`src/hdl/rtc_pkg.sv`:
```
// Shared types, constants and helper functions of the binary RTC register device.
// No dependencies; rtc_ctrl, the top level and the checker import this package.
package rtc_pkg;

  // Register file geometry and read burst length
  localparam int REG_FILE_DEPTH = 16;
  localparam int READ_BURST_LEN = 8;
  localparam int AW = $clog2(REG_FILE_DEPTH);
  localparam int BW = $clog2(READ_BURST_LEN);

  // Register indexes of the time and calendar counters
  localparam logic [AW-1:0] IX_SEC   = AW'(0);
  localparam logic [AW-1:0] IX_MIN   = AW'(1);
  localparam logic [AW-1:0] IX_HOUR  = AW'(2);
  localparam logic [AW-1:0] IX_DAY   = AW'(3);
  localparam logic [AW-1:0] IX_DATE  = AW'(4);
  localparam logic [AW-1:0] IX_MONTH = AW'(5);
  localparam logic [AW-1:0] IX_YEAR  = AW'(6);

  // Counter limits
  localparam logic [7:0] SEC_LIMIT  = 8'd60;
  localparam logic [7:0] MIN_LIMIT  = 8'd60;
  localparam logic [7:0] HOUR_LIMIT = 8'd24;
  localparam logic [7:0] DAY_LAST   = 8'd7;
  localparam logic [7:0] MONTH_LAST = 8'd12;

  // Operation codes
  typedef enum logic [1:0] {
    OP_TICK   = 2'd0,
    OP_READ   = 2'd1,
    OP_SETPTR = 2'd2,
    OP_WRITE  = 2'd3
  } op_e;

  // Register file access request from the sequencer
  typedef struct packed {
    logic          we;
    logic [AW-1:0] waddr;
    logic [7:0]    wdata;
    logic [AW-1:0] raddr;
  } ram_req_t;

  // Tag that travels alongside a burst read, aligned with the RAM latency
  typedef struct packed {
    logic       vld;
    logic [2:0] idx;
    logic       last;
    logic       oob;
  } burst_tag_t;

  // Reset contents of the register file
  function automatic logic [7:0] init_val(logic [AW-1:0] a);
    logic [7:0] v;
    case (a)
      IX_SEC:   v = 8'd1;
      IX_DAY:   v = 8'd5;
      IX_DATE:  v = 8'd1;
      IX_MONTH: v = 8'd1;
      IX_YEAR:  v = 8'd70;
      default:  v = 8'd0;
    endcase
    return v;
  endfunction

  // Days in a month, no leap years; bad months count 31
  function automatic logic [7:0] month_days(logic [7:0] m);
    logic [7:0] d;
    case (m)
      8'd2:    d = 8'd28;
      8'd4:    d = 8'd30;
      8'd6:    d = 8'd30;
      8'd9:    d = 8'd30;
      8'd11:   d = 8'd30;
      default: d = 8'd31;
    endcase
    return d;
  endfunction

  // Wrap limit of seconds, minutes and hours
  function automatic logic [7:0] count_limit(logic [AW-1:0] ix);
    logic [7:0] l;
    case (ix)
      IX_SEC:  l = SEC_LIMIT;
      IX_MIN:  l = MIN_LIMIT;
      default: l = HOUR_LIMIT;
    endcase
    return l;
  endfunction

endpackage

```
`src/hdl/rtc_ram.sv`:
```
// Generic single-clock RAM: one write port, one read port, registered read data.
// No dependencies.
module rtc_ram #(
  parameter int WIDTH = 8,
  parameter int DEPTH = 16,
  localparam int AddrW = $clog2(DEPTH)
) (
  input  logic             clk_i,
  input  logic             we_i,
  input  logic [AddrW-1:0] waddr_i,
  input  logic [WIDTH-1:0] wdata_i,
  input  logic [AddrW-1:0] raddr_i,
  output logic [WIDTH-1:0] rdata_o
);

  logic [WIDTH-1:0] mem_q [DEPTH];
  logic [WIDTH-1:0] rdata_q;

  // Write port and registered read port
  always_ff @(posedge clk_i) begin
    if (we_i) begin
      mem_q[waddr_i] <= wdata_i;
    end
    rdata_q <= mem_q[raddr_i];
  end

  assign rdata_o = rdata_q;

endmodule

```
`src/hdl/rtc_ctrl.sv`:
```
// Sequencer of the RTC register device: init sweep, tick read-modify-write,
// read burst address issue, pointer and host writes. Depends on rtc_pkg.
module rtc_ctrl (
  input  logic                clk_i,
  input  logic                rst_ni,
  input  logic                start,
  output logic                busy,
  input  rtc_pkg::op_e        op_i,
  input  logic [7:0]          bus_data_i,
  output rtc_pkg::ram_req_t   ram_req_o,
  input  logic [7:0]          ram_rdata_i,
  output rtc_pkg::burst_tag_t burst_tag_o
);
  import rtc_pkg::*;

  typedef enum logic [5:0] {
    ST_INIT  = 6'b000001,
    ST_IDLE  = 6'b000010,
    ST_RD    = 6'b000100,
    ST_UPD   = 6'b001000,
    ST_MON   = 6'b010000,
    ST_BURST = 6'b100000
  } state_e;

  localparam logic [AW-1:0] InitLast  = AW'(REG_FILE_DEPTH - 1);
  localparam logic [BW-1:0] BurstLast = BW'(READ_BURST_LEN - 1);
  localparam logic [4:0]    Depth5    = 5'(REG_FILE_DEPTH);

  state_e     state_q, state_d;
  logic [AW-1:0] cnt_q, cnt_d;
  logic [AW-1:0] fidx_q, fidx_d;
  logic [7:0]    month_q, month_d;
  logic [BW-1:0] bidx_q, bidx_d;
  logic [3:0]    ptr_q, ptr_d;
  burst_tag_t    tag_q, tag_d;
  ram_req_t      req;

  logic [7:0] inc;
  logic [4:0] ptr_inc;
  logic [3:0] ptr_next;
  logic       ptr_ok;
  logic [4:0] bidx_w;
  logic       boob;

  // Helpers: incremented byte, pointer advance, burst range check
  assign inc      = ram_rdata_i + 8'd1;
  assign ptr_ok   = {1'b0, ptr_q} < Depth5;
  assign ptr_inc  = {1'b0, ptr_q} + 5'd1;
  assign ptr_next = (ptr_inc >= Depth5 || ptr_inc > 5'd15) ? 4'd0 : ptr_inc[3:0];
  assign bidx_w   = 5'(bidx_q);
  assign boob     = bidx_w >= Depth5;

  // Next-state and RAM request logic
  always_comb begin
    state_d = state_q;
    cnt_d   = cnt_q;
    fidx_d  = fidx_q;
    month_d = month_q;
    bidx_d  = bidx_q;
    ptr_d   = ptr_q;
    tag_d   = '0;
    req     = '0;
    case (state_q)
      ST_INIT: begin
        req.we    = 1'b1;
        req.waddr = cnt_q;
        req.wdata = init_val(cnt_q);
        cnt_d     = cnt_q + AW'(1);
        if (cnt_q == InitLast) begin
          state_d = ST_IDLE;
        end
      end
      ST_IDLE: begin
        if (start) begin
          case (op_i)
            OP_TICK: begin
              fidx_d  = IX_SEC;
              state_d = ST_RD;
            end
            OP_READ: begin
              bidx_d  = '0;
              state_d = ST_BURST;
            end
            OP_SETPTR: begin
              ptr_d = bus_data_i[3:0];
            end
            OP_WRITE: begin
              req.we    = ptr_ok;
              req.waddr = ptr_q[AW-1:0];
              req.wdata = bus_data_i;
              ptr_d     = ptr_next;
            end
            default: ;
          endcase
        end
      end
      ST_RD: begin
        req.raddr = fidx_q;
        state_d   = ST_UPD;
      end
      ST_UPD: begin
        req.waddr = fidx_q;
        case (fidx_q)
          IX_SEC, IX_MIN, IX_HOUR: begin
            req.we = 1'b1;
            if (inc < count_limit(fidx_q)) begin
              req.wdata = inc;
              state_d   = ST_IDLE;
            end else begin
              req.wdata = 8'd0;
              fidx_d    = fidx_q + AW'(1);
              state_d   = ST_RD;
            end
          end
          IX_DAY: begin
            req.we    = 1'b1;
            req.wdata = (ram_rdata_i >= DAY_LAST) ? 8'd1 : inc;
            fidx_d    = IX_MONTH;
            state_d   = ST_RD;
          end
          IX_MONTH: begin
            // month is needed before the date can roll
            month_d = ram_rdata_i;
            fidx_d  = IX_DATE;
            state_d = ST_RD;
          end
          IX_DATE: begin
            req.we = 1'b1;
            if (ram_rdata_i >= month_days(month_q)) begin
              req.wdata = 8'd1;
              state_d   = ST_MON;
            end else begin
              req.wdata = inc;
              state_d   = ST_IDLE;
            end
          end
          IX_YEAR: begin
            req.we    = 1'b1;
            req.wdata = inc;
            state_d   = ST_IDLE;
          end
          default: state_d = ST_IDLE;
        endcase
      end
      ST_MON: begin
        req.we    = 1'b1;
        req.waddr = IX_MONTH;
        if (month_q >= MONTH_LAST) begin
          req.wdata = 8'd1;
          fidx_d    = IX_YEAR;
          state_d   = ST_RD;
        end else begin
          req.wdata = month_q + 8'd1;
          state_d   = ST_IDLE;
        end
      end
      ST_BURST: begin
        // one read issued per cycle, tag follows the RAM latency
        req.raddr = boob ? '0 : bidx_w[AW-1:0];
        tag_d.vld  = 1'b1;
        tag_d.idx  = bidx_w[2:0];
        tag_d.last = bidx_q == BurstLast;
        tag_d.oob  = boob;
        bidx_d     = bidx_q + BW'(1);
        if (bidx_q == BurstLast) begin
          state_d = ST_IDLE;
        end
      end
      default: state_d = ST_IDLE;
    endcase
  end

  // Control registers
  always_ff @(posedge clk_i or negedge rst_ni) begin
    if (!rst_ni) begin
      state_q <= ST_INIT;
      cnt_q   <= '0;
      ptr_q   <= '0;
      tag_q   <= '0;
    end else begin
      state_q <= state_d;
      cnt_q   <= cnt_d;
      ptr_q   <= ptr_d;
      tag_q   <= tag_d;
    end
  end

  // Working registers
  always_ff @(posedge clk_i) begin
    fidx_q  <= fidx_d;
    month_q <= month_d;
    bidx_q  <= bidx_d;
  end

  assign busy        = state_q != ST_IDLE;
  assign ram_req_o   = req;
  assign burst_tag_o = tag_q;

endmodule

```
`src/hdl/rtc_calendar_register_device_top.sv`:
```
// Top level of the binary RTC register device: sequencer, register file RAM
// and result formatting. Depends on rtc_pkg, rtc_ctrl and rtc_ram.

// After reset the block loads every register file entry with its reset
// contents (busy high, no word accepted). A word is accepted when start
// is high and busy is low. Set-pointer and write words leave busy low, so the
// next word can follow at once. A second tick walks the counters with one
// RAM read and one write-back each, so busy stays high until the last counter
// that moves is written back, longest on a year rollover. A read burst keeps
// busy high while it issues one RAM read per cycle, and its 8 words appear on
// consecutive cycles after the burst state and the registered RAM read, each for
// a single cycle with strobe_o high; the receiver cannot stall them.
module rtc_calendar_register_device_top (
  input  logic       clk_i,
  input  logic       rst_ni,
  input  logic       start,
  output logic       busy,
  input  logic [1:0] op_i,
  input  logic [7:0] bus_data_i,
  output logic       strobe_o,
  output logic [7:0] read_data_o,
  output logic [2:0] read_index_o,
  output logic       burst_last_o
);
  import rtc_pkg::*;

  ram_req_t   ram_req;
  logic [7:0] ram_rdata;
  burst_tag_t tag;

  // Sequencer
  rtc_ctrl u_ctrl (
    .clk_i       (clk_i),
    .rst_ni      (rst_ni),
    .start       (start),
    .busy        (busy),
    .op_i        (op_e'(op_i)),
    .bus_data_i  (bus_data_i),
    .ram_req_o   (ram_req),
    .ram_rdata_i (ram_rdata),
    .burst_tag_o (tag)
  );

  // Register file
  rtc_ram #(
    .WIDTH (8),
    .DEPTH (REG_FILE_DEPTH)
  ) u_regfile (
    .clk_i   (clk_i),
    .we_i    (ram_req.we),
    .waddr_i (ram_req.waddr),
    .wdata_i (ram_req.wdata),
    .raddr_i (ram_req.raddr),
    .rdata_o (ram_rdata)
  );

  // Result word: bytes past the file read as zero
  assign strobe_o     = tag.vld;
  assign read_data_o  = tag.oob ? 8'd0 : ram_rdata;
  assign read_index_o = tag.idx;
  assign burst_last_o = tag.vld & tag.last;

endmodule

```
`config.mk`:
```
export PLATFORM = sky130hd
export DESIGN_NAME = rtc_calendar_register_device_top
export DESIGN_NICKNAME = d
export VERILOG_FILES = /design/src/hdl/rtc_pkg.sv /design/src/hdl/rtc_ram.sv /design/src/hdl/rtc_ctrl.sv /design/src/hdl/rtc_calendar_register_device_top.sv
export SDC_FILE = /design/constraint.sdc
export NUM_CORES = 1
export LEC_CHECK = 0
export BUFFER_PORTS_ARGS = -buffer_cell sky130_fd_sc_hd__buf_4
export CAP_MARGIN = 20
export CORE_MARGIN = 3
export CORE_UTILIZATION = 69
export CTS_BUF_LIST = sky130_fd_sc_hd__clkbuf_4
export CTS_CLUSTER_DIAMETER = 60
export DETAILED_ROUTE_END_ITERATION = 6
export PLACE_DENSITY_LB_ADDON = 0.15
export SLEW_MARGIN = 25
export SYNTH_ARGS = -nofsm -noshare
export SYNTH_HDL_FRONTEND = slang
export SYNTH_SLANG_ARGS = --single-unit
```
`constraint.sdc`:
```
create_clock -name clk_i -period 7.39 [get_ports clk_i]
set_input_delay 0.739 -clock clk_i [delete_from_list [all_inputs] [get_ports clk_i]]
set_output_delay 0.739 -clock clk_i [all_outputs]
set_load 0.02 [all_outputs]
```
* Yosys cells after proc, flatten, opt, wreduce, memory -nomap -nowiden
Memory sizes are Yosys's and may differ from the RTL's. A register that Yosys moved wholly into a read port is not among the register bits.
Index checks and enable logic that the tools add are counted.
** Word-level totals
- Bits in writable memories :: 128
- Word-level logic and storage cells :: 121
- Input bits :: 13
- Output and inout bits :: 14
- Bits in registers :: 35
- Memories :: 1
** Memories
- u_regfile.mem_q :: depth 16, bits a word 8, rd ports 1, clocked after Yosys merged registers in 1, write ports 1, RTL line rtc_ram.sv:16 : logic [WIDTH-1:0] mem_q [DEPTH];
** Cells by class
- $lt $le $gt $ge :: 7
- Reductions and logical operators :: 18
- Muxes and demuxes :: 42
- $add $sub $neg :: 6
- Bitwise operators :: 1
- Equal/unequal tests :: 36
** Operator list (number)
- $mux 8 :: 9
- $pmux 13 s4 :: 1
- $pmux 6 s6 :: 1
- $pmux 8 s4 :: 1
- $mux 6 :: 5
- $mux 13 :: 2
- $eq 4x3->1 const B :: 6
- $pmux 4 s3 :: 2
- $pmux 7 s3 :: 1
- $mux 4 :: 5
- $pmux 6 s3 :: 1
- $add 8x1->8 const B :: 2
- $eq 8x3->1 const B :: 2
- $eq 8x4->1 const B :: 2
- $pmux 4 s2 :: 2
- $mux 3 :: 5
- $eq 4x2->1 const B :: 3
- $pmux 6 s2 :: 1
- $add 4x1->4 const B :: 2
- $eq 8x2->1 const B :: 1
- $ge 8x3->1 const B :: 1
- $ge 8x4->1 const B :: 1
- $ge 8x8->1 :: 1
- $logic_not 4->1 :: 2
- 39 further kinds :: 51

* Longest topological paths before layout
Gate-level depths: netlist of the first run.
- Depth after elaboration :: 11
- Gate-level depth with buffers :: 13
- Mapped depth without buffers :: 13

* Modules after synthesis
A second synthesis of the first run with hierarchy kept.
** Second synthesis, totals
- Cells, all modules :: 510
- Area total of the unflattened synthesis :: 7667.4 sq um
** By module, submodules not included
- rtc_ram :: instances 1, seq. area each 4003.8 sq um, area each 5147.4 sq um, cells each 229
- rtc_ctrl :: instances 1, seq. area each 927.1 sq um, area each 2463.6 sq um, cells each 272
- rtc_calendar_register_device_top :: instances 1, seq. area each 0.0 sq um, area each 56.3 sq um, cells each 9

* Worst setup path after synthesis of the first run
OpenSTA, ideal clock, no wires.
- Path type :: register -> register
- Start :: reg u_ctrl.month_q[7]
- End :: mem u_regfile.mem_q[0][6], data pin
- Required time :: 7.060 ns
- Clock period less this slack :: 2.985 ns
- Setup time :: 0.330 ns
- Setup slack :: 4.405 ns
- Buffers on the path :: 0
- Stages on the path, launching flop included :: 8
- Data arrival time :: 2.655 ns
- Cells stage by stage :: edfxtp_1 or4_1 or2_2 ha_1 o2111ai_1 and3b_1 o31ai_1 o21ai_0
** RTL lines
- start, declared :: RTL line rtc_ctrl.sv:32 : logic [7:0] month_q, month_d;
- start signal, assigned :: RTL line rtc_ctrl.sv:191 : month_q <= month_d;
- end, declared :: RTL line rtc_ram.sv:16

* Worst setup path in the final report of the first run
- Start :: reg u_ctrl.state_q[4]
- End :: mem u_regfile.mem_q[4][3], enable pin
** Between the ends
- Word-level cells in the longest chain between the ends :: 4
- Elaborated cells on any way between the ends :: 7
- Classes of those cells :: eq/ne (4); mux (3)
** Ends and longest elaborated chain
- start, declared :: RTL line rtc_ctrl.sv:29 : state_e state_q, state_d;
- start signal, assigned :: RTL line rtc_ctrl.sv:181 : state_q <= state_d;
- $eq 6x5->1 (tied with other cells) :: RTL line rtc_ctrl.sv:63 : case (state_q)
- $pmux 13 s4 * :: RTL line rtc_ctrl.sv:63
- $mux 1 :: RTL line rtc_ram.sv:21 : if (we_i) begin
- $mux 1 (implied by the code) :: RTL line rtc_ram.sv:22 : mem_q[waddr_i] <= wdata_i;
Mark *: on every way between the ends. The rest lies on a longest branch, timed or not.

==> metrics.txt, run 1 <==
# TYPE chip_impl_metric gauge
chip_impl_metric{name="final-hold-violation-count",unit=""} 0
chip_impl_metric{name="number_of_failing_setup_endpoints_in_the_final_timing_report",unit=""} 0
chip_impl_info{name="mostFrequentLayoutCells",value="143 x edfxtp_1, 48 x nor2_1, 48 x mux2_2, 31 x buf_4, 27 x a22oi_1"} 1
chip_impl_metric{name="insertion_delay",unit="ns"} 0.56
chip_impl_info{name="largest_family_of_logic_cells_by_synthesized_area",value="simple AND/OR/NAND/NOR gates"} 1
chip_impl_metric{name="antennaDiodeCount",unit=""} 0
chip_impl_metric{name="dieWidth",unit="um"} 113
chip_impl_metric{name="grt_first_pass_wirelength",unit="um"} 27700
chip_impl_metric{name="drt_iter0_markers",unit=""} 459
chip_impl_metric{name="ys.warnings.count",unit=""} 0
chip_impl_metric{name="share_of_synthesized_registers_carrying_an_async_set_or_reset",unit="%"} 11.2
chip_impl_metric{name="nNetsFinal",unit=""} 643
chip_impl_metric{name="route.vias.total",unit=""} 5127
chip_impl_metric{name="power_leakage",unit="nW"} 3.11
chip_impl_metric{name="final-seq-area",unit="um2"} 4930
chip_impl_metric{name="p_per_area",unit="nW/um2"} 209
chip_impl_metric{name="synth_fp_nets",unit=""} 609
chip_impl_metric{name="postCtsSetupBuffers",unit=""} 0
chip_impl_metric{name="floorplan.die_area",unit="um2"} 12700
chip_impl_metric{name="synth-edff-count",unit=""} 143
chip_impl_metric{name="cts_made_buffers",unit=""} 17
chip_impl_metric{name="max_slew.worst_pin.slew",unit="ns"} 0.847
chip_impl_metric{name="cap_violations",unit=""} 0
chip_impl_metric{name="synth_area_per_cell",unit="um2"} 13.6
chip_impl_info{name="min-delay-path-class",value="primary input to flop"} 1
chip_impl_info{name="setup.worst_path.start_class",value="flop"} 1
chip_impl_metric{name="crit_path_max_fanout",unit=""} 13
chip_impl_metric{name="floorplan.rows",unit=""} 38
chip_impl_metric{name="design_area",unit="um2"} 8470
chip_impl_metric{name="die_y",unit="um"} 113
chip_impl_metric{name="setup_tns_final",unit="ns"} 0
chip_impl_metric{name="grt_overflow",unit=""} 0
chip_impl_info{name="synth_ff_type",value="edfxtp_1"} 1
chip_impl_metric{name="cp_slowest_stage_delay",unit="ns"} 0.68
chip_impl_metric{name="clk_pin_slew_worst_paths",unit="ns"} 0.14
chip_impl_metric{name="slew-limit-headroom",unit="%"} 43.3
chip_impl_info{name="ctsRootBufferMaster",value="clkbuf_4"} 1
chip_impl_metric{name="clk_path_buf_depth",unit=""} 2
chip_impl_metric{name="globalplace.congestion",unit=""} 0.972
chip_impl_metric{name="drt_pass1_iterations",unit=""} 5
chip_impl_info{name="critPathMostFrequentCell",value="a221oi_1"} 1
chip_impl_info{name="cp_cell_sequence",value="nor4_1 -> and3b_1 -> a221oi_1 -> a221oi_1 -> o21ai_0 -> nor2_1"} 1
chip_impl_metric{name="antenna_found_initial",unit=""} 0
chip_impl_metric{name="cp_data_required_time",unit="ns"} 7.57
chip_impl_metric{name="synth_xor_area_share",unit="%"} 1.68
chip_impl_metric{name="synthCells",unit=""} 576
chip_impl_info{name="endpoint_kind",value="flop"} 1
chip_impl_metric{name="synth-simple-area-share",unit="%"} 10.6
chip_impl_metric{name="routed_via_density",unit=""} 6.73
chip_impl_metric{name="core",unit="um2"} 11000
chip_impl_info{name="timing.critical_path.slowest_stage_cell",value="nor2_1"} 1
chip_impl_info{name="critPathKind",value="flop to flop"} 1
chip_impl_metric{name="timing.final.crit_period",unit="ns"} 3.56
chip_impl_metric{name="synth_compound_gate_area_share",unit="%"} 10.4
chip_impl_metric{name="synth_fa_ha_area_share",unit="%"} 3.32
chip_impl_metric{name="ir_drop",unit="uV"} 186
chip_impl_metric{name="grt_start_max_net_pins",unit=""} 37
chip_impl_info{name="outcome",value="completed"} 1
chip_impl_metric{name="ys_seq_elements",unit=""} 170
chip_impl_metric{name="gr-usage-all-layers",unit="%"} 29.2
chip_impl_info{name="tritoncts",value="built"} 1
chip_impl_metric{name="htreeDepth",unit=""} 4
chip_impl_metric{name="total_instance_count_after_detailed_placement",unit=""} 730
chip_impl_metric{name="cts_resized",unit=""} 0
chip_impl_metric{name="synth-seq-area-share",unit="%"} 62.9
chip_impl_metric{name="vias_in_the_first_global_route",unit=""} 5057
chip_impl_metric{name="wl_per_cell",unit="um"} 23.5
chip_impl_metric{name="floorplan.initialDensity",unit="%"} 71.4
chip_impl_metric{name="synth.area.mux_share",unit="%"} 8.94
chip_impl_metric{name="max_freq",unit="GHz"} 0.281
chip_impl_metric{name="slew_violations",unit=""} 0
chip_impl_metric{name="place.detailed.hpwl",unit="um"} 12800
chip_impl_metric{name="totalWireLength",unit="um"} 17900
chip_impl_info{name="grt_setup_unrepaired",value="false"} 1
chip_impl_metric{name="final.setup_skew",unit="ns"} 0.0275
chip_impl_metric{name="detail-route-antenna-nets",unit=""} 0
chip_impl_metric{name="buffers_on_ports",unit=""} 26
chip_impl_metric{name="post_synth_num_cell_types",unit=""} 70
chip_impl_metric{name="final.period_utilization",unit="%"} 48.1
chip_impl_metric{name="drc",unit=""} 0
chip_impl_metric{name="num-fill-cells",unit=""} 652
chip_impl_metric{name="io_pins",unit=""} 27
chip_impl_metric{name="dpl_cell_area",unit="um2"} 8170
chip_impl_metric{name="layout-drive-gt1-share",unit="%"} 21.2
chip_impl_metric{name="area.growth.synth_to_final",unit="%"} 8.00
chip_impl_metric{name="layoutNonFillerInstCount",unit=""} 762
chip_impl_info{name="layout.cells.most_common",value="edfxtp_1"} 1
chip_impl_metric{name="multi_input_comb_area",unit="um2"} 2770
chip_impl_metric{name="mappedNetlistArea",unit="um2"} 7840
chip_impl_metric{name="cts.sink_count",unit=""} 170
chip_impl_metric{name="crit_arrival",unit="ns"} 3.74
worst paths after layout:
| check | from | end | slack [ns] | depth (start not counted) |
|---|---|---|---|---|
| max in group asynchronous | rst_ni | u_ctrl.state_q[0]$_DFFE_PN1P_ | 6.55 | 2 |
| hold reg to reg | u_regfile.rdata_o[4]$_DFF_P_ | u_ctrl.month_q[4]$_DFFE_PP_ | 0.55 | 0 |
| hold / removal | op_i[0] | u_ctrl.state_q[5]$_DFFE_PN0P_ | 0.50 | 3 |
| setup reg to reg | u_ctrl.state_q[4]$_DFFE_PN0P_ | u_regfile.mem_q[4][3]$_DFFE_PP_ | 3.83 | 6 |
| setup / recovery | u_ctrl.state_q[4]$_DFFE_PN0P_ | u_regfile.mem_q[4][3]$_DFFE_PP_ | 3.83 | 6 |
| min in group asynchronous | rst_ni | u_ctrl.state_q[1]$_DFFE_PN0P_ | 0.58 | 2 |
per-layer routing:
metal  global-route usage [%]  share of wire, %  vias up
li1                         -                 -     2284
met1                     37.8                39     2511
met2                     48.7                50      274
met3                     4.80               7.1       58
met4                     14.0               4.1        0
met5                        0                 0        -
metrics by stage:
stage | setup WS, ns | hold WS, ns | utilization, % | total power [W]
after floorplan | 4.40 | 0.443 | - | 0.00119
after detailed placement | 3.99 | 0.530 | 74.4 | 0.00124
after global placement | 3.78 | 0.530 | 74.2 | 0.00124
final | 3.83 | 0.502 | 77.1 | 0.00177
after global routing | 3.64 | 0.474 | 77.1 | 0.00182
after CTS | 3.92 | 0.00229 | 77.0 | 0.00177
cells by family (layout without fill, tap and decap cells):
logic type      count (synthesis)  count (layout)
compound gates                116             116
simple gates                  155             155
buf+inv                        35              81
mux                            64              64
fa+ha+maj                      21              21
flops                         170             170
xor+xnor                       15              15
state kept, by name (all words and copies together) (netlist names), 4 cells and up:
signal,count
u_regfile.mem_q,128
u_ctrl.burst_tag_o,5
u_ctrl.state_q,6
u_ctrl.ptr_q,4
u_ctrl.cnt_q,4
u_ctrl.fidx_q,4
u_ctrl.month_q,8
u_regfile.rdata_o,8
final cells by class:
type                    count  area share, %
multi-input cells         371           32.7
repair buffers             32           2.87
well taps                 140           2.07
flip-flops and latches    170           58.2
clock buffers              21           1.86
clock inverters            10           1.49
inverters                  18          0.798
critical path: cells and delay by family (launching register included):
family,cells,cell delay (ns)
flip-flops,1,0.49
AO/OA/AOI/OAI,3,0.84
AND/OR/NAND/NOR,3,1.85
what timing repair did:
action / 4_1_cts / 5_1_grt
hold buffers: 0 / 1
hold endpoints to repair: 0 / 2
endpoints found under the setup margin: 0 / 0
power by group:
group          total, W  switching, W  internal [W]
clock network  0.000541      0.000297      0.000244
logic          0.000144     0.0000893     0.0000543
registers       0.00108     0.0000275       0.00105
synth_stat cells (4+ instances only):
cell type / count / area share [%]
a221oi_1: 5 / 0.56
o31ai_1: 6 / 0.57
nor2b_1: 8 / 0.64
nand4_1: 10 / 0.80
nor3_1: 8 / 0.51
nand3_1: 9 / 0.57
ha_1: 20 / 3.2
nor2_1: 48 / 2.3
a22oi_1: 27 / 2.6
o22a_1: 8 / 0.89
a21oi_1: 20 / 1.3
and2_1: 9 / 0.72
nand2b_1: 5 / 0.40
xor2_1: 7 / 0.78
o21ai_0: 18 / 1.1
xnor2_1: 8 / 0.89
nand2_1: 25 / 1.2
mux2i_1: 16 / 2.0
edfxtp_1: 143 / 55
mux2_2: 48 / 6.9
inv_1: 17 / 0.81
clkbuf_1: 5 / 0.24
buf_2: 4 / 0.26
and3_1: 8 / 0.64
dfrtp_1: 18 / 5.7
buf_4: 7 / 0.67
o22ai_1: 4 / 0.32
dfxtp_1: 8 / 2.0
Note: power is estimated with default switching activity, not from simulation.
==> inputs of run 2 (changes only) <==
--- a/config.mk
+++ b/config.mk
@@ -8,7 +8,7 @@
 export BUFFER_PORTS_ARGS = -buffer_cell sky130_fd_sc_hd__buf_4
 export CAP_MARGIN = 20
 export CORE_MARGIN = 3
-export CORE_UTILIZATION = 69
+export CORE_UTILIZATION = 64
 export CTS_BUF_LIST = sky130_fd_sc_hd__clkbuf_4
 export CTS_CLUSTER_DIAMETER = 60
 export DETAILED_ROUTE_END_ITERATION = 6
==> constraint.sdc (replaced) <==
create_clock -name clk_i -period 3.5 [get_ports clk_i]
set_input_delay 0.35 -clock clk_i [delete_from_list [all_inputs] [get_ports clk_i]]
set_output_delay 0.35 -clock clk_i [all_outputs]
set_load 0.02 [all_outputs]
==> metrics.txt, run 2 (synthesis results as in run 1) <==
# TYPE chip_impl_metric gauge
chip_impl_info{name="critPathKind",value="flop to flop"} 1
chip_impl_info{name="mostFrequentLayoutCells",value="143 x edfxtp_1, 58 x buf_4, 48 x nor2_1, 48 x mux2_2, 27 x a22oi_1"} 1
chip_impl_metric{name="whs",unit="ns"} 0.0711
chip_impl_metric{name="clk_pin_slew_worst_paths",unit="ns"} 0.13
chip_impl_metric{name="rr_worst_depth",unit=""} 7
chip_impl_metric{name="max_freq",unit="GHz"} 0.309
chip_impl_metric{name="largest_register_ffs",unit=""} 128
chip_impl_info{name="outcome",value="completed"} 1
chip_impl_metric{name="floorplan.die_area",unit="um2"} 13600
chip_impl_metric{name="drc",unit=""} 0
chip_impl_info{name="worstHoldEndpoint",value="u_ctrl.state_q[5]$_DFFE_PN0P_"} 1
chip_impl_metric{name="p_per_area",unit="nW/um2"} 429
chip_impl_metric{name="timing.final.crit_period",unit="ns"} 3.24
chip_impl_metric{name="floorplan.initialDensity",unit="%"} 66.9
chip_impl_metric{name="cap_violations",unit=""} 0
chip_impl_metric{name="crit_path_max_fanout",unit=""} 9
chip_impl_metric{name="setup_tns_final",unit="ns"} 0
chip_impl_metric{name="place.detailed.hpwl",unit="um"} 13000
chip_impl_metric{name="globalplace.congestion",unit=""} 0.978
chip_impl_metric{name="final.period_utilization",unit="%"} 92.5
chip_impl_info{name="worstHoldStart",value="op_i[0]"} 1
chip_impl_metric{name="drt_pass1_iterations",unit=""} 6
chip_impl_metric{name="core",unit="um2"} 11700
chip_impl_metric{name="grt_overflow",unit=""} 0
chip_impl_metric{name="fin_ws",unit="ns"} 0.264
chip_impl_info{name="ctsRootBufferMaster",value="clkbuf_4"} 1
chip_impl_metric{name="buffers_on_ports",unit=""} 26
chip_impl_metric{name="final-hold-violation-count",unit=""} 0
chip_impl_metric{name="routed_via_density",unit=""} 6.71
chip_impl_metric{name="route.vias.total",unit=""} 5334
chip_impl_metric{name="final.setup_skew",unit="ns"} 0.0137
chip_impl_metric{name="drt_iter0_markers",unit=""} 630
chip_impl_info{name="grt_setup_unrepaired",value="false"} 1
chip_impl_metric{name="number_of_failing_setup_endpoints_in_the_final_timing_report",unit=""} 0
chip_impl_metric{name="grt_start_max_net_pins",unit=""} 37
chip_impl_info{name="setup.worst_path.start_class",value="flop"} 1
chip_impl_metric{name="postCtsSetupBuffers",unit=""} 0
chip_impl_metric{name="crit_arrival",unit="ns"} 3.49
chip_impl_info{name="min-delay-path-class",value="primary input to flop"} 1
chip_impl_metric{name="cp_data_required_time",unit="ns"} 3.75
chip_impl_metric{name="report.power.total",unit="W"} 0.00373
chip_impl_info{name="layout.cells.most_common",value="edfxtp_1"} 1
chip_impl_metric{name="ir_drop",unit="uV"} 489
chip_impl_metric{name="grt_first_pass_wirelength",unit="um"} 28400
chip_impl_info{name="timing.rr.start",value="u_ctrl.fidx_q[3]$_SDFFCE_PN0P_"} 1
chip_impl_metric{name="detail-route-antenna-nets",unit=""} 0
chip_impl_metric{name="num-fill-cells",unit=""} 739
chip_impl_metric{name="gr-usage-all-layers",unit="%"} 28.9
chip_impl_metric{name="slew-limit-headroom",unit="%"} 36.3
chip_impl_metric{name="power_leakage",unit="nW"} 3.26
chip_impl_metric{name="insertion_delay",unit="ns"} 0.55
chip_impl_info{name="worst_r2r_endpoint",value="u_regfile.mem_q[7][7]$_DFFE_PP_"} 1
chip_impl_metric{name="wl_per_cell",unit="um"} 23.5
chip_impl_info{name="endpoint_kind",value="flop"} 1
chip_impl_metric{name="io_pins",unit=""} 27
chip_impl_metric{name="cts.sink_count",unit=""} 170
chip_impl_metric{name="reg2reg_slack",unit="ns"} 0.26
chip_impl_metric{name="slew_violations",unit=""} 0
chip_impl_metric{name="detailedPlace.worstSlack",unit="ns"} 0.0299
chip_impl_metric{name="die_y",unit="um"} 117
chip_impl_metric{name="hold-path-cell-count",unit=""} 3
chip_impl_metric{name="vias_in_the_first_global_route",unit=""} 5169
chip_impl_metric{name="max_slew.worst_pin.slew",unit="ns"} 0.945
chip_impl_metric{name="htreeDepth",unit=""} 4
chip_impl_metric{name="nNetsFinal",unit=""} 671
chip_impl_metric{name="totalWireLength",unit="um"} 18700
chip_impl_metric{name="dieWidth",unit="um"} 117
chip_impl_info{name="top_register",value="u_regfile.mem_q"} 1
chip_impl_metric{name="area.growth.synth_to_final",unit="%"} 11.0
chip_impl_metric{name="cts_made_buffers",unit=""} 17
chip_impl_info{name="tritoncts",value="built"} 1
chip_impl_metric{name="floorplan.rows",unit=""} 39
chip_impl_metric{name="clk_path_buf_depth",unit=""} 2
chip_impl_metric{name="layout-drive-gt1-share",unit="%"} 25.3
chip_impl_metric{name="antenna_found_initial",unit=""} 1
[run 2: cell count changes in the layout (fill, tap and decap cells not counted), sizes merged]
cell	before	now
bufinv	3	2
inv	18	23
clkinvlp	0	2
clkbuf	21	20
diode	0	1
clkinv	7	4
buf	31	58
[run 2: critical path: stages, from the launching register on]
cell      delay, ns
edfxtp_1       0.60
or3b_2         0.56
a211oi_1       0.61
a21oi_1        0.22
a221oi_1       0.30
o21ai_0        0.25
nor2_1         0.16
buf_4          0.24
[run 2: area by class of cell]
class	instances	area [um2]	area share, %
diodes	1	2.50	0.0288
clock buffers	19	143	1.64
clock inverters	13	143	1.64
inverters	18	67.6	0.777
multi-input cells	371	2780	32.0
flip-flops and latches	170	4930	56.7
well taps	143	179	2.06
repair buffers	60	453	5.21
[run 2: worst max-delay path by stage]
stage / cells after the start / from / to
2_1_floorplan: 7 / u_ctrl.month_q[7]$_DFFE_PP_ / u_regfile.mem_q[0][6]$_DFFE_PP_
3_3_place_gp: 8 / u_ctrl.month_q[7]$_DFFE_PP_ / u_regfile.mem_q[13][1]$_DFFE_PP_
3_5_place_dp: 7 / u_ctrl.month_q[7]$_DFFE_PP_ / u_regfile.mem_q[11][7]$_DFFE_PP_
4_1_cts: 7 / u_ctrl.month_q[7]$_DFFE_PP_ / u_regfile.mem_q[11][7]$_DFFE_PP_
5_1_grt: 12 / u_ctrl.month_q[0]$_DFFE_PP_ / u_regfile.mem_q[3][3]$_DFFE_PP_
6_report: 7 / u_ctrl.fidx_q[3]$_SDFFCE_PN0P_ / u_regfile.mem_q[7][7]$_DFFE_PP_
[run 2: metal layers]
layer / track usage, % / share of wire (%) / wire length (um) / vias up
met4: 10.9 / 3.3 / 611 / 0
li1: - / - / - / 2346
met2: 45.2 / 47 / 8700 / 296
met5: 0 / 0 / 0 / -
met3: 7.20 / 9.2 / 1730 / 58
met1: 39.7 / 41 / 7660 / 2634
[run 2: stage by stage]
step,instances,utilization [%],instance area (um2)
detailed placement,760,71.4,8370
global placement,760,71.4,8370
global route,795,74.3,8700
CTS,793,74.0,8660
finish,795,74.3,8700
floorplan,576,-,7840
[run 2: what timing repair did]
action | in CTS | in global routing
gates resized for setup | 0 | 4
endpoints found under the setup margin | 0 | 68
endpoints found under the hold margin | 19 | 0
hold buffers | 1 | 0
[run 2: power breakdown]
part | leakage [nW] | switching, W | total, W | internal [W]
sequential | 1.67 | 0.0000491 | 0.00228 | 0.00223
combinational | 1.44 | 0.000194 | 0.000320 | 0.000126
clock | 0.155 | 0.000684 | 0.00113 | 0.000450
